File: src/rtl/fir_pkg.sv
`default_nettype none

package fir_pkg;

    // width of the tap count and coefficient index fields
    localparam int unsigned IDX_W = 6;
    // accumulator guard bits for up to 63 summed products
    localparam int unsigned TAP_GUARD = 6;

    typedef enum logic {
        ACT_FILTER = 1'b0,
        ACT_LOAD   = 1'b1
    } t_action;

    typedef enum logic [1:0] {
        S_IDLE,
        S_RUN,
        S_WAIT,
        S_FIN
    } t_state;

    // control from the sequencer into the mac unit
    typedef struct packed {
        logic clr;
        logic dv;
    } t_mac_ctl;

    // status back from the mac unit
    typedef struct packed {
        logic busy;
    } t_mac_sts;

endpackage

`default_nettype wire

File: src/rtl/fir_smp_if.sv
`default_nettype none

interface fir_smp_if #(
    parameter int SAMPLE_WIDTH = 16,
    parameter int COEFF_WIDTH  = 18
);
    logic                            valid;
    logic                            ready;
    logic                            action;
    logic signed [SAMPLE_WIDTH-1:0]  sample_in;
    logic [fir_pkg::IDX_W-1:0]       coeff_index;
    logic signed [COEFF_WIDTH-1:0]   coeff_value;

    modport source (output valid, action, sample_in, coeff_index, coeff_value, input ready);
    modport sink   (input valid, action, sample_in, coeff_index, coeff_value, output ready);
endinterface

`default_nettype wire

File: src/rtl/fir_res_if.sv
`default_nettype none

interface fir_res_if #(
    parameter int SAMPLE_WIDTH = 16
);
    logic                            valid;
    logic                            ready;
    logic signed [SAMPLE_WIDTH-1:0]  sample_out;

    modport source (output valid, sample_out, input ready);
    modport sink   (input valid, sample_out, output ready);
endinterface

`default_nettype wire

File: src/rtl/fir_cfg_if.sv
`default_nettype none

interface fir_cfg_if;
    logic                       valid;
    logic                       ready;
    logic [fir_pkg::IDX_W-1:0]  tap_count;

    modport source (output valid, tap_count, input ready);
    modport sink   (input valid, tap_count, output ready);
endinterface

`default_nettype wire

File: src/rtl/fir_vram.sv
`default_nettype none

// synchronous memory, one write and one read port, registered read;
// per-entry valid bits make unwritten entries read as zero
module fir_vram #(
    parameter int DEPTH = 63,
    parameter int WIDTH = 16,
    parameter int AW    = 6
) (
    input  wire logic             i_clk,
    input  wire logic             i_rst_n,
    input  wire logic             i_clr,
    input  wire logic             i_we,
    input  wire logic [AW-1:0]    i_waddr,
    input  wire logic [WIDTH-1:0] i_wdata,
    input  wire logic             i_re,
    input  wire logic [AW-1:0]    i_raddr,
    output logic      [WIDTH-1:0] o_rdata
);

    logic [WIDTH-1:0] r_mem [DEPTH];
    logic [DEPTH-1:0] r_vld;
    logic [WIDTH-1:0] r_rdata;
    logic             r_rd_vld;

    always_ff @(posedge i_clk) begin
        if (i_we) begin
            r_mem[i_waddr] <= i_wdata;
        end
        if (i_re) begin
            r_rdata <= r_mem[i_raddr];
        end
    end

    always_ff @(posedge i_clk) begin
        if (!i_rst_n) begin
            r_vld    <= '0;
            r_rd_vld <= 1'b0;
        end else begin
            if (i_clr) begin
                r_vld <= '0;
            end
            if (i_we) begin
                r_vld[i_waddr] <= 1'b1;
            end
            if (i_re) begin
                r_rd_vld <= r_vld[i_raddr];
            end
        end
    end

    assign o_rdata = r_rd_vld ? r_rdata : '0;

endmodule

`default_nettype wire

File: src/rtl/fir_mac.sv
`default_nettype none

// shared multiply-accumulate with round and saturate on the running sum
module fir_mac #(
    parameter int SAMPLE_WIDTH = 16,
    parameter int COEFF_WIDTH  = 18
) (
    input  wire logic                           i_clk,
    input  wire logic                           i_rst_n,
    input  wire fir_pkg::t_mac_ctl              i_ctl,
    input  wire logic signed [SAMPLE_WIDTH-1:0] i_smp,
    input  wire logic signed [COEFF_WIDTH-1:0]  i_coef,
    output fir_pkg::t_mac_sts                   o_sts,
    output logic signed [SAMPLE_WIDTH-1:0]      o_result
);

    localparam int ACC_W  = SAMPLE_WIDTH + COEFF_WIDTH + int'(fir_pkg::TAP_GUARD);
    localparam int PROD_W = SAMPLE_WIDTH + COEFF_WIDTH;
    localparam int FS     = COEFF_WIDTH - 2;
    localparam logic signed [ACC_W:0] HALF   = (ACC_W + 1)'(1) << (FS - 1);
    localparam logic signed [ACC_W:0] SAT_HI = (ACC_W + 1)'((1 << (SAMPLE_WIDTH - 1)) - 1);
    localparam logic signed [ACC_W:0] SAT_LO = -SAT_HI - (ACC_W + 1)'(1);

    logic signed [PROD_W-1:0] r_prod;
    logic                     r_prod_v;
    logic signed [ACC_W-1:0]  r_acc;
    logic signed [ACC_W:0]    w_rnd;
    logic signed [ACC_W:0]    w_shf;

    always_ff @(posedge i_clk) begin
        if (i_ctl.dv) begin
            r_prod <= i_smp * i_coef;
        end
    end

    always_ff @(posedge i_clk) begin
        if (!i_rst_n) begin
            r_prod_v <= 1'b0;
            r_acc    <= '0;
        end else begin
            r_prod_v <= i_ctl.dv;
            if (i_ctl.clr) begin
                r_acc <= '0;
            end else if (r_prod_v) begin
                r_acc <= r_acc + ACC_W'(r_prod);
            end
        end
    end

    // round half up, then clamp to the sample range
    assign w_rnd = (ACC_W + 1)'(r_acc) + HALF;
    assign w_shf = w_rnd >>> FS;

    always_comb begin
        if (w_shf > SAT_HI) begin
            o_result = SAMPLE_WIDTH'(SAT_HI);
        end else if (w_shf < SAT_LO) begin
            o_result = SAMPLE_WIDTH'(SAT_LO);
        end else begin
            o_result = w_shf[SAMPLE_WIDTH-1:0];
        end
    end

    assign o_sts.busy = r_prod_v;

endmodule

`default_nettype wire

File: src/rtl/fir_filter_circular_history.sv
// direct-form fir filter over a circular sample history
// i_smp carries one beat per item: action 0 filters sample_in, action 1 loads
// coeff_value at coeff_index (indices of MAX_TAPS or more are dropped, no result)
// o_res carries one filtered sample_out beat per filter item, in order
// i_cfg writes tap_count; it clears the history and the write position, and
// counts above MAX_TAPS act as MAX_TAPS; tap_count 0 passes samples through
// a filter item runs in these steps after its accept beat: the sample is
// stored at the accept edge, then one history read and one coefficient read
// per tap (S_RUN) feed a single shared multiplier; the read, the multiply
// and the last add drain in S_WAIT (the rounded sum is captured once they
// are through), and S_FIN moves it into the output register, waiting while
// the receiver still holds an earlier result
// the next item is taken once the result sits in the output register, so a
// filter or bypassed sample is not taken while the previous one is in flight;
// coefficient loads are taken one per cycle while the filter is idle
// a result held by a stalled receiver blocks only the following result, not
// the accept of the next item
// reset clears tap_count, history and coefficients (per-entry valid bits,
// no clearing pass) and drops any pending result

`default_nettype none

module fir_filter_circular_history #(
    parameter int MAX_TAPS     = 63,
    parameter int SAMPLE_WIDTH = 16,
    parameter int COEFF_WIDTH  = 18
) (
    input  wire logic  i_clk,
    input  wire logic  i_rst_n,
    fir_smp_if.sink    i_smp,
    fir_cfg_if.sink    i_cfg,
    fir_res_if.source  o_res
);

    localparam int AW = (MAX_TAPS > 1) ? $clog2(MAX_TAPS) : 1;
    localparam int IW = int'(fir_pkg::IDX_W);
    // taps actually usable: the count field tops out at 63
    localparam logic [IW-1:0] TAP_LIM = IW'((MAX_TAPS > 63) ? 63 : MAX_TAPS);

    fir_pkg::t_state r_state;
    fir_pkg::t_state n_state;

    logic [IW-1:0] r_taps;
    logic [IW-1:0] r_wp;
    logic [IW-1:0] r_pos;
    logic [IW-1:0] r_cnt;
    logic          r_rd_v;
    logic          r_out_v;
    logic signed [SAMPLE_WIDTH-1:0] r_res;
    logic signed [SAMPLE_WIDTH-1:0] r_out_data;

    logic          w_in_rdy;
    logic          w_rd_en;
    logic          w_fin_go;
    logic          w_in_acc;
    logic          w_cfg_acc;
    logic          w_is_load;
    logic          w_start;
    logic          w_bypass;
    logic          w_cload;
    logic          w_last;
    logic          w_drained;
    logic [IW-1:0] w_wp_eff;
    logic [IW-1:0] w_wp_inc;
    logic [IW-1:0] w_cfg_taps;

    logic [SAMPLE_WIDTH-1:0]        w_hist_rd;
    logic [COEFF_WIDTH-1:0]         w_coef_rd;
    logic signed [SAMPLE_WIDTH-1:0] w_mac_res;
    fir_pkg::t_mac_ctl              w_mac_ctl;
    fir_pkg::t_mac_sts              w_mac_sts;

    // handshakes
    assign i_cfg.ready = 1'b1;
    assign w_cfg_acc   = i_cfg.valid && i_cfg.ready;
    assign i_smp.ready = w_in_rdy;
    assign w_in_acc    = i_smp.valid && w_in_rdy;

    // item decode
    assign w_is_load = (i_smp.action == fir_pkg::ACT_LOAD);
    assign w_start   = w_in_acc && !w_is_load && (r_taps != '0);
    assign w_bypass  = w_in_acc && !w_is_load && (r_taps == '0);
    assign w_cload   = w_in_acc && w_is_load && (int'(i_smp.coeff_index) < MAX_TAPS);

    // a stale write position restarts at zero
    assign w_wp_eff = (r_wp >= r_taps) ? '0 : r_wp;
    assign w_wp_inc = ((w_wp_eff + IW'(1)) == r_taps) ? '0 : (w_wp_eff + IW'(1));

    assign w_cfg_taps = (i_cfg.tap_count > TAP_LIM) ? TAP_LIM : i_cfg.tap_count;
    assign w_last     = (r_cnt == (r_taps - IW'(1)));
    assign w_drained  = !r_rd_v && !w_mac_sts.busy;

    // next state
    always_comb begin
        n_state = r_state;
        unique case (r_state)
            fir_pkg::S_IDLE: begin
                if (w_start) begin
                    n_state = fir_pkg::S_RUN;
                end else if (w_bypass) begin
                    n_state = fir_pkg::S_FIN;
                end
            end
            fir_pkg::S_RUN: begin
                if (w_last) begin
                    n_state = fir_pkg::S_WAIT;
                end
            end
            fir_pkg::S_WAIT: begin
                if (w_drained) begin
                    n_state = fir_pkg::S_FIN;
                end
            end
            fir_pkg::S_FIN: begin
                if (w_fin_go) begin
                    n_state = fir_pkg::S_IDLE;
                end
            end
            default: n_state = fir_pkg::S_IDLE;
        endcase
    end

    // state outputs
    always_comb begin
        w_in_rdy = 1'b0;
        w_rd_en  = 1'b0;
        w_fin_go = 1'b0;
        unique case (r_state)
            fir_pkg::S_IDLE: w_in_rdy = 1'b1;
            fir_pkg::S_RUN:  w_rd_en  = 1'b1;
            fir_pkg::S_WAIT: ;
            fir_pkg::S_FIN:  w_fin_go = !r_out_v || o_res.ready;
            default: ;
        endcase
    end

    // control registers
    always_ff @(posedge i_clk) begin
        if (!i_rst_n) begin
            r_state <= fir_pkg::S_IDLE;
            r_taps  <= '0;
            r_wp    <= '0;
            r_cnt   <= '0;
            r_rd_v  <= 1'b0;
            r_out_v <= 1'b0;
        end else begin
            r_state <= n_state;
            r_rd_v  <= w_rd_en;
            if (w_cfg_acc) begin
                r_taps <= w_cfg_taps;
                r_wp   <= '0;
            end else if (w_start) begin
                r_wp <= w_wp_inc;
            end
            if (w_start) begin
                r_cnt <= '0;
            end else if (w_rd_en) begin
                r_cnt <= r_cnt + IW'(1);
            end
            if (w_fin_go) begin
                r_out_v <= 1'b1;
            end else if (o_res.ready) begin
                r_out_v <= 1'b0;
            end
        end
    end

    // payload registers
    always_ff @(posedge i_clk) begin
        if (w_start) begin
            r_pos <= w_wp_eff;
        end else if (w_rd_en) begin
            // walk back through the ring toward older samples
            r_pos <= (r_pos == '0) ? (r_taps - IW'(1)) : (r_pos - IW'(1));
        end
        if (w_bypass) begin
            r_res <= i_smp.sample_in;
        end else if (r_state == fir_pkg::S_WAIT && w_drained) begin
            r_res <= w_mac_res;
        end
        if (w_fin_go) begin
            r_out_data <= r_res;
        end
    end

    assign o_res.valid      = r_out_v;
    assign o_res.sample_out = r_out_data;

    // sample history, cleared by every tap count write
    fir_vram #(
        .DEPTH (MAX_TAPS),
        .WIDTH (SAMPLE_WIDTH),
        .AW    (AW)
    ) u_hist (
        .i_clk   (i_clk),
        .i_rst_n (i_rst_n),
        .i_clr   (w_cfg_acc),
        .i_we    (w_start),
        .i_waddr (AW'(w_wp_eff)),
        .i_wdata (i_smp.sample_in),
        .i_re    (w_rd_en),
        .i_raddr (AW'(r_pos)),
        .o_rdata (w_hist_rd)
    );

    // coefficients, kept across tap count writes
    fir_vram #(
        .DEPTH (MAX_TAPS),
        .WIDTH (COEFF_WIDTH),
        .AW    (AW)
    ) u_coef (
        .i_clk   (i_clk),
        .i_rst_n (i_rst_n),
        .i_clr   (1'b0),
        .i_we    (w_cload),
        .i_waddr (AW'(i_smp.coeff_index)),
        .i_wdata (i_smp.coeff_value),
        .i_re    (w_rd_en),
        .i_raddr (AW'(r_cnt)),
        .o_rdata (w_coef_rd)
    );

    assign w_mac_ctl.clr = w_start;
    assign w_mac_ctl.dv  = r_rd_v;

    fir_mac #(
        .SAMPLE_WIDTH (SAMPLE_WIDTH),
        .COEFF_WIDTH  (COEFF_WIDTH)
    ) u_mac (
        .i_clk    (i_clk),
        .i_rst_n  (i_rst_n),
        .i_ctl    (w_mac_ctl),
        .i_smp    ($signed(w_hist_rd)),
        .i_coef   ($signed(w_coef_rd)),
        .o_sts    (w_mac_sts),
        .o_result (w_mac_res)
    );

    a_wp_in_ring: assert property (@(posedge i_clk) disable iff (!i_rst_n)
        (r_taps == '0) || (r_wp < r_taps))
        else $error("write position outside the taps in use");

    a_rd_in_ring: assert property (@(posedge i_clk) disable iff (!i_rst_n)
        w_rd_en |-> ((r_cnt < r_taps) && (r_pos < r_taps)))
        else $error("tap read outside the taps in use");

    a_fin_drained: assert property (@(posedge i_clk) disable iff (!i_rst_n)
        (r_state == fir_pkg::S_FIN) |-> w_drained)
        else $error("result taken before the mac pipeline drained");

    a_last_tap: assert property (@(posedge i_clk) disable iff (!i_rst_n)
        (r_state == fir_pkg::S_RUN && w_last) |=> (r_state == fir_pkg::S_WAIT))
        else $error("tap loop did not stop after the last tap");

endmodule

`default_nettype wire
File: src/flat_wrapper.sv
// flat-port wrapper written by rule: the top's interface ports become plain ports
module fir_filter_circular_history_flat 
#(
    parameter int MAX_TAPS     = 63,
    parameter int SAMPLE_WIDTH = 16,
    parameter int COEFF_WIDTH  = 18
)
  (i_clk, i_rst_n, i_smp_valid, i_smp_action, i_smp_sample_in, i_smp_coeff_index, i_smp_coeff_value, i_smp_ready, i_cfg_valid, i_cfg_tap_count, i_cfg_ready, o_res_valid, o_res_sample_out, o_res_ready);
  fir_smp_if #(.SAMPLE_WIDTH(SAMPLE_WIDTH), .COEFF_WIDTH(COEFF_WIDTH)) i_smp_i ();
  fir_cfg_if i_cfg_i ();
  fir_res_if #(.SAMPLE_WIDTH(SAMPLE_WIDTH)) o_res_i ();
  input  wire logic i_clk;
  input  wire logic i_rst_n;
  input wire logic [$bits(i_smp_i.valid)-1:0] i_smp_valid;
  input wire logic [$bits(i_smp_i.action)-1:0] i_smp_action;
  input wire logic [$bits(i_smp_i.sample_in)-1:0] i_smp_sample_in;
  input wire logic [$bits(i_smp_i.coeff_index)-1:0] i_smp_coeff_index;
  input wire logic [$bits(i_smp_i.coeff_value)-1:0] i_smp_coeff_value;
  output wire logic [$bits(i_smp_i.ready)-1:0] i_smp_ready;
  input wire logic [$bits(i_cfg_i.valid)-1:0] i_cfg_valid;
  input wire logic [$bits(i_cfg_i.tap_count)-1:0] i_cfg_tap_count;
  output wire logic [$bits(i_cfg_i.ready)-1:0] i_cfg_ready;
  output wire logic [$bits(o_res_i.valid)-1:0] o_res_valid;
  output wire logic [$bits(o_res_i.sample_out)-1:0] o_res_sample_out;
  input wire logic [$bits(o_res_i.ready)-1:0] o_res_ready;
  assign i_smp_i.valid = i_smp_valid;
  assign i_smp_i.action = i_smp_action;
  assign i_smp_i.sample_in = i_smp_sample_in;
  assign i_smp_i.coeff_index = i_smp_coeff_index;
  assign i_smp_i.coeff_value = i_smp_coeff_value;
  assign i_smp_ready = i_smp_i.ready;
  assign i_cfg_i.valid = i_cfg_valid;
  assign i_cfg_i.tap_count = i_cfg_tap_count;
  assign i_cfg_ready = i_cfg_i.ready;
  assign o_res_valid = o_res_i.valid;
  assign o_res_sample_out = o_res_i.sample_out;
  assign o_res_i.ready = o_res_ready;
  fir_filter_circular_history #(.MAX_TAPS(MAX_TAPS), .SAMPLE_WIDTH(SAMPLE_WIDTH), .COEFF_WIDTH(COEFF_WIDTH)) u_core (.i_clk(i_clk), .i_rst_n(i_rst_n), .i_smp(i_smp_i), .i_cfg(i_cfg_i), .o_res(o_res_i));
endmodule
File: config.mk
export PLATFORM = sky130hd
export DESIGN_NAME = fir_filter_circular_history_flat
export DESIGN_NICKNAME = d
export VERILOG_FILES = /design/src/rtl/fir_pkg.sv /design/src/rtl/fir_smp_if.sv /design/src/rtl/fir_res_if.sv /design/src/rtl/fir_cfg_if.sv /design/src/rtl/fir_vram.sv /design/src/rtl/fir_mac.sv /design/src/rtl/fir_filter_circular_history.sv /design/src/flat_wrapper.sv
export SDC_FILE = /design/constraint.sdc
export NUM_CORES = 2
export LEC_CHECK = 0
export ABC_AREA = 1
export BUFFER_PORTS_ARGS = -buffer_cell sky130_fd_sc_hd__buf_2
export CAP_MARGIN = 10
export CORE_ASPECT_RATIO = 0.9
export CORE_MARGIN = 5
export CORE_UTILIZATION = 35
export DETAILED_ROUTE_END_ITERATION = 10
export SLEW_MARGIN = 10
export SYNTH_ARGS = -nofsm -noshare
export SYNTH_HDL_FRONTEND = slang
export SYNTH_HIERARCHICAL = 1
export SYNTH_SLANG_ARGS = --single-unit
File: constraint.sdc
create_clock -name i_clk -period 10 [get_ports i_clk]
set_input_delay 2 -clock i_clk [delete_from_list [all_inputs] [get_ports i_clk]]
set_output_delay 2 -clock i_clk [all_outputs]
set_load 0.005 [all_outputs]
==> impl_results.md <==
- First-pass GRT wire length: 468000 um
- Max-slew headroom: 0.159
- GPL Wtd Cong: 0.895
- Switching power: 0.00972 W
- Root Driver: clkbuf_16
- # DRC: 0
- DP Wirelength: 179000 um
- Post-synth top area share: 0.597
- Slew at the pin closest to its max-slew limit: 1.26 ns
- FP Rows: 197
- Synthesized area: 0.113 mm^2
- Post-synth EDFFs: 2248
- Layout Nets: 11000
- Sequential-to-total area share from yosys stat: 0.631
- Ys Warns: 6
- GRT Total Usage: 0.180
- Mapped Avg Cell Area: 10.7 um^2
- VDD IR max: 0.000218 V
- Placement-stage cell area: 0.118 mm^2
- CTS tree: yes
- Layout Utilization: 0.393
- Hold Crit Start: u_core/r_res[8]$_DFFE_PP_
- # resized after CTS: 0
- Final hold slack: 0.419 ns
- Final wirelength: 312000 um
- DR WL/cell: 20.9 um
- #FFs+latches synth: 2439
- Crit path from: u_core/u_hist/r_rd_vld$_SDFFE_PN0P_
- Crit path required time: 10.62 ns
- Tmin final: 7.09 ns
- Finished Layout Cells: 15000
- Final setup viols: 0
- Clock transition at path regs: 0.06 ns
- Leakage: 47.1 nW
- Hold Path Depth: 0
- Startpoint types: flop
- Total grt overflow: 0
- Port Buf Inserts: 69
- Mapped Cells: 10600
- FF-to-FF End: u_core/u_mac/r_prod[25]$_DFFE_PP_
- Synth area leaders: edfxtp_1 (60%), nand2_1 (7.1%), fa_1 (5.2%), nor2_1 (4.8%), o21ai_0 (4.5%)
- Worst-case clock skew: 0.163 ns
- Setup crit end kind: flop
- Synth unique cells: 52
- Design area: 0.126 mm^2
- Critical Path Fanout Max: 19
- Fin crit share: 0.709
- Initial DRT Pass Iterations: 8
- Crit Path Category: flop to flop
- # fillers: 31000
- Routed via count: 77500
- Sequential power share: 0.403
- Vias in the first global route: 73100
- Commonest cells in the netlist: edfxtp_1 (2248), nand2_1 (2138), nor2_1 (1433)
- Largest area contributor in the netlist: edfxtp_1
- Setup Fix Bufs, Post-CTS: 0
- Clock Power Share: 0.329
- Outcome: finished, final reports clean
- Arr. time, crit path: 7.71 ns
- Die Y: 549 um
- Combinational share of power: 0.268
- Iteration-0 DRC Markers: 8242
- Share of layout cells above drive strength 1: 0.0749
- Initial core utilization: 0.352
- Synthesis-to-layout area growth: 11.6%
- Initial antenna violation count: 15
- Top-count cell post-synth: edfxtp_1
- Hold_buf cts: 0
- Horiz. Die Dim: 609 um
- Largest net degree at the start of global routing: 193
- Die area: 0.334 mm^2
- Vias/cell: 5.18
- FF-to-FF Start: u_core/u_hist/r_rd_vld$_SDFFE_PN0P_
- Max-Cap Viols: 0
- Final Hold Vio Count: 0
- Post-Route Setup TNS: 0 ns
- Pwr dens: 228 mW/mm^2
- Clock Sink Count: 2439
- Cell internal pwr: 0.0190 W
- I/O pin cnt: 71
- Endpoint, Worst Hold: u_core/o_res.sample_out[8]$_DFFE_PP_
- Top FF cell, synth: edfxtp_1
- Min-delay worst type: flop to flop
- Post-synthesis async set-or-reset flop share: 0
- Buffers from clock root to sink, at most: 4
- RSZ-0062 raised after global routing: false
- Count of pins over their slew limit: 0
- Antenna Nets Post-Route: 0
- R2r worst-path depth: 20
- Clk_lat worst skew: 0.95 ns
- CTS H-Tree Depth: 4
- Core footprint: 0.321 mm^2
- Fmax: 141 MHz
- Reg2reg setup slack: 2.91 ns
- Placed cells: 14500
- Post-synth net total: 11000
- Switching Fraction: 0.338
- CTS Buf Count: 248
area by class of cell:
type                            count  area (um^2)  share of cell area
Inverter                          888         3380              0.0268
Timing Repair Buffer              271         1960              0.0156
Multi-Input combinational cell   6627        35700               0.283
Sequential cell                  2439        71300               0.566
Clock buffer                      324         6690              0.0531
Tap cell                         4278         5350              0.0425
Antenna cell                        7         17.5            0.000139
Clock inverter                    132         1560              0.0124
sequential cells by signal (all words and copies together), names as in the netlist, 2 cells and up:
| name | count |
|---|---|
| u_core/u_hist/r_rdata | 16 |
| u_core/r_cnt | 6 |
| u_core/r_state | 2 |
| u_core/r_pos | 6 |
| u_core/r_res | 16 |
| u_core/u_hist/r_mem | 1008 |
| u_core/u_coef/r_mem | 1134 |
| u_core/r_wp | 6 |
| u_core/u_hist/r_vld | 63 |
| u_core/o_res.sample_out | 16 |
| u_core/u_mac/r_acc | 40 |
| u_core/r_taps | 6 |
| u_core/u_coef/r_rdata | 18 |
| u_core/u_coef/r_vld | 63 |
| u_core/u_mac/r_prod | 34 |
power by group through the flow:
stage	clock (W)	sequential (W)	combinational (W)
floorplan	0	0.0117	0.00522
detailed placement	0	0.0118	0.00764
CTS	0.00961	0.0116	0.00767
global route	0.0100	0.0116	0.00850
global placement	0	0.0118	0.00761
finish	0.00945	0.0116	0.00772
worst max path at each step:
stage                                              endpoint  slack [ns]  cells past startpoint
after floorplan           u_core/u_mac/r_prod[32]$_DFFE_PP_        3.26                     26
after CTS                 u_core/u_mac/r_prod[25]$_DFFE_PP_        2.89                     20
after detailed placement  u_core/u_mac/r_prod[25]$_DFFE_PP_        2.82                     20
after global routing      u_core/u_mac/r_prod[32]$_DFFE_PP_        2.41                     22
after global placement    u_core/u_mac/r_prod[32]$_DFFE_PP_        2.88                     22
final                     u_core/u_mac/r_prod[25]$_DFFE_PP_        2.91                     20
kinds of logic after synthesis:
group | after synthesis | synth area share
and+or+nand+nor | 4245 | 0.150
DFF | 2439 | 0.631
AOI/OAI and AO/OA | 1852 | 0.0890
buffers and inverters | 1488 | 0.0546
adders and majority gates | 433 | 0.0673
xor gates and xnor gates | 79 | 0.00612
muxes | 16 | 0.00159
other | 2 | 0.0000665
per-layer routing:
layer  up-vias  wire [um]  track usage
li1      35900          -            -
met1     38100     139000        0.265
met2      3099     139000        0.278
met3       477      26100       0.0284
met4         0       8080       0.0467
met5         -          0            0
worst max-delay path, cell delays in order (launching register included):
cell	delay [ns]
dfxtp_1	0.65
nand2_1	0.09
inv_1	0.08
clkinv_1	0.56
or2_2	0.56
fa_1	0.51
fa_1	0.53
fa_1	0.54
fa_1	0.54
fa_1	0.53
fa_1	0.55
inv_1	0.04
ha_1	0.36
nand2_1	0.11
nor2_1	0.23
nand4_1	0.12
o21ai_0	0.48
a21o_1	0.22
nand2_1	0.07
nand3_1	0.07
nand2_1	0.05
placed cells by master, fill, tap and decap left out, types with 23 or more instances in the layout:
cell type / netlist / layout
buf_2: 103 / 69
ha_1: 142 / 141
nand4_1: 27 / 27
a21oi_1: 271 / 270
clkbuf_1: 387 / 58
xnor2_1: 23 / 23
nand2_1: 2138 / 2138
buf_4: 21 / 194
dfxtp_1: 191 / 185
nor2_2: 8 / 90
clkinv_2: 0 / 36
clkinv_1: 7 / 46
o21ai_1: 35 / 35
inv_1: 867 / 863
edfxtp_1: 2248 / 2248
nor3_1: 42 / 42
xor2_1: 56 / 56
o211ai_1: 23 / 23
fa_1: 291 / 291
bufinv_16: 0 / 33
clkbuf_16: 0 / 250
nor2_1: 1433 / 1346
o21ai_0: 1009 / 1009
nand3_1: 557 / 557
o22ai_1: 452 / 452
through the flow:
step | worst slack [ns] | total power (W)
detailed placement | 2.82 | 0.0194
global route | 2.41 | 0.0301
global placement | 2.88 | 0.0194
finish | 2.91 | 0.0288
CTS | 2.89 | 0.0289
floorplan | 3.26 | 0.0169
Note: power is estimated with default switching activity, not from simulation.
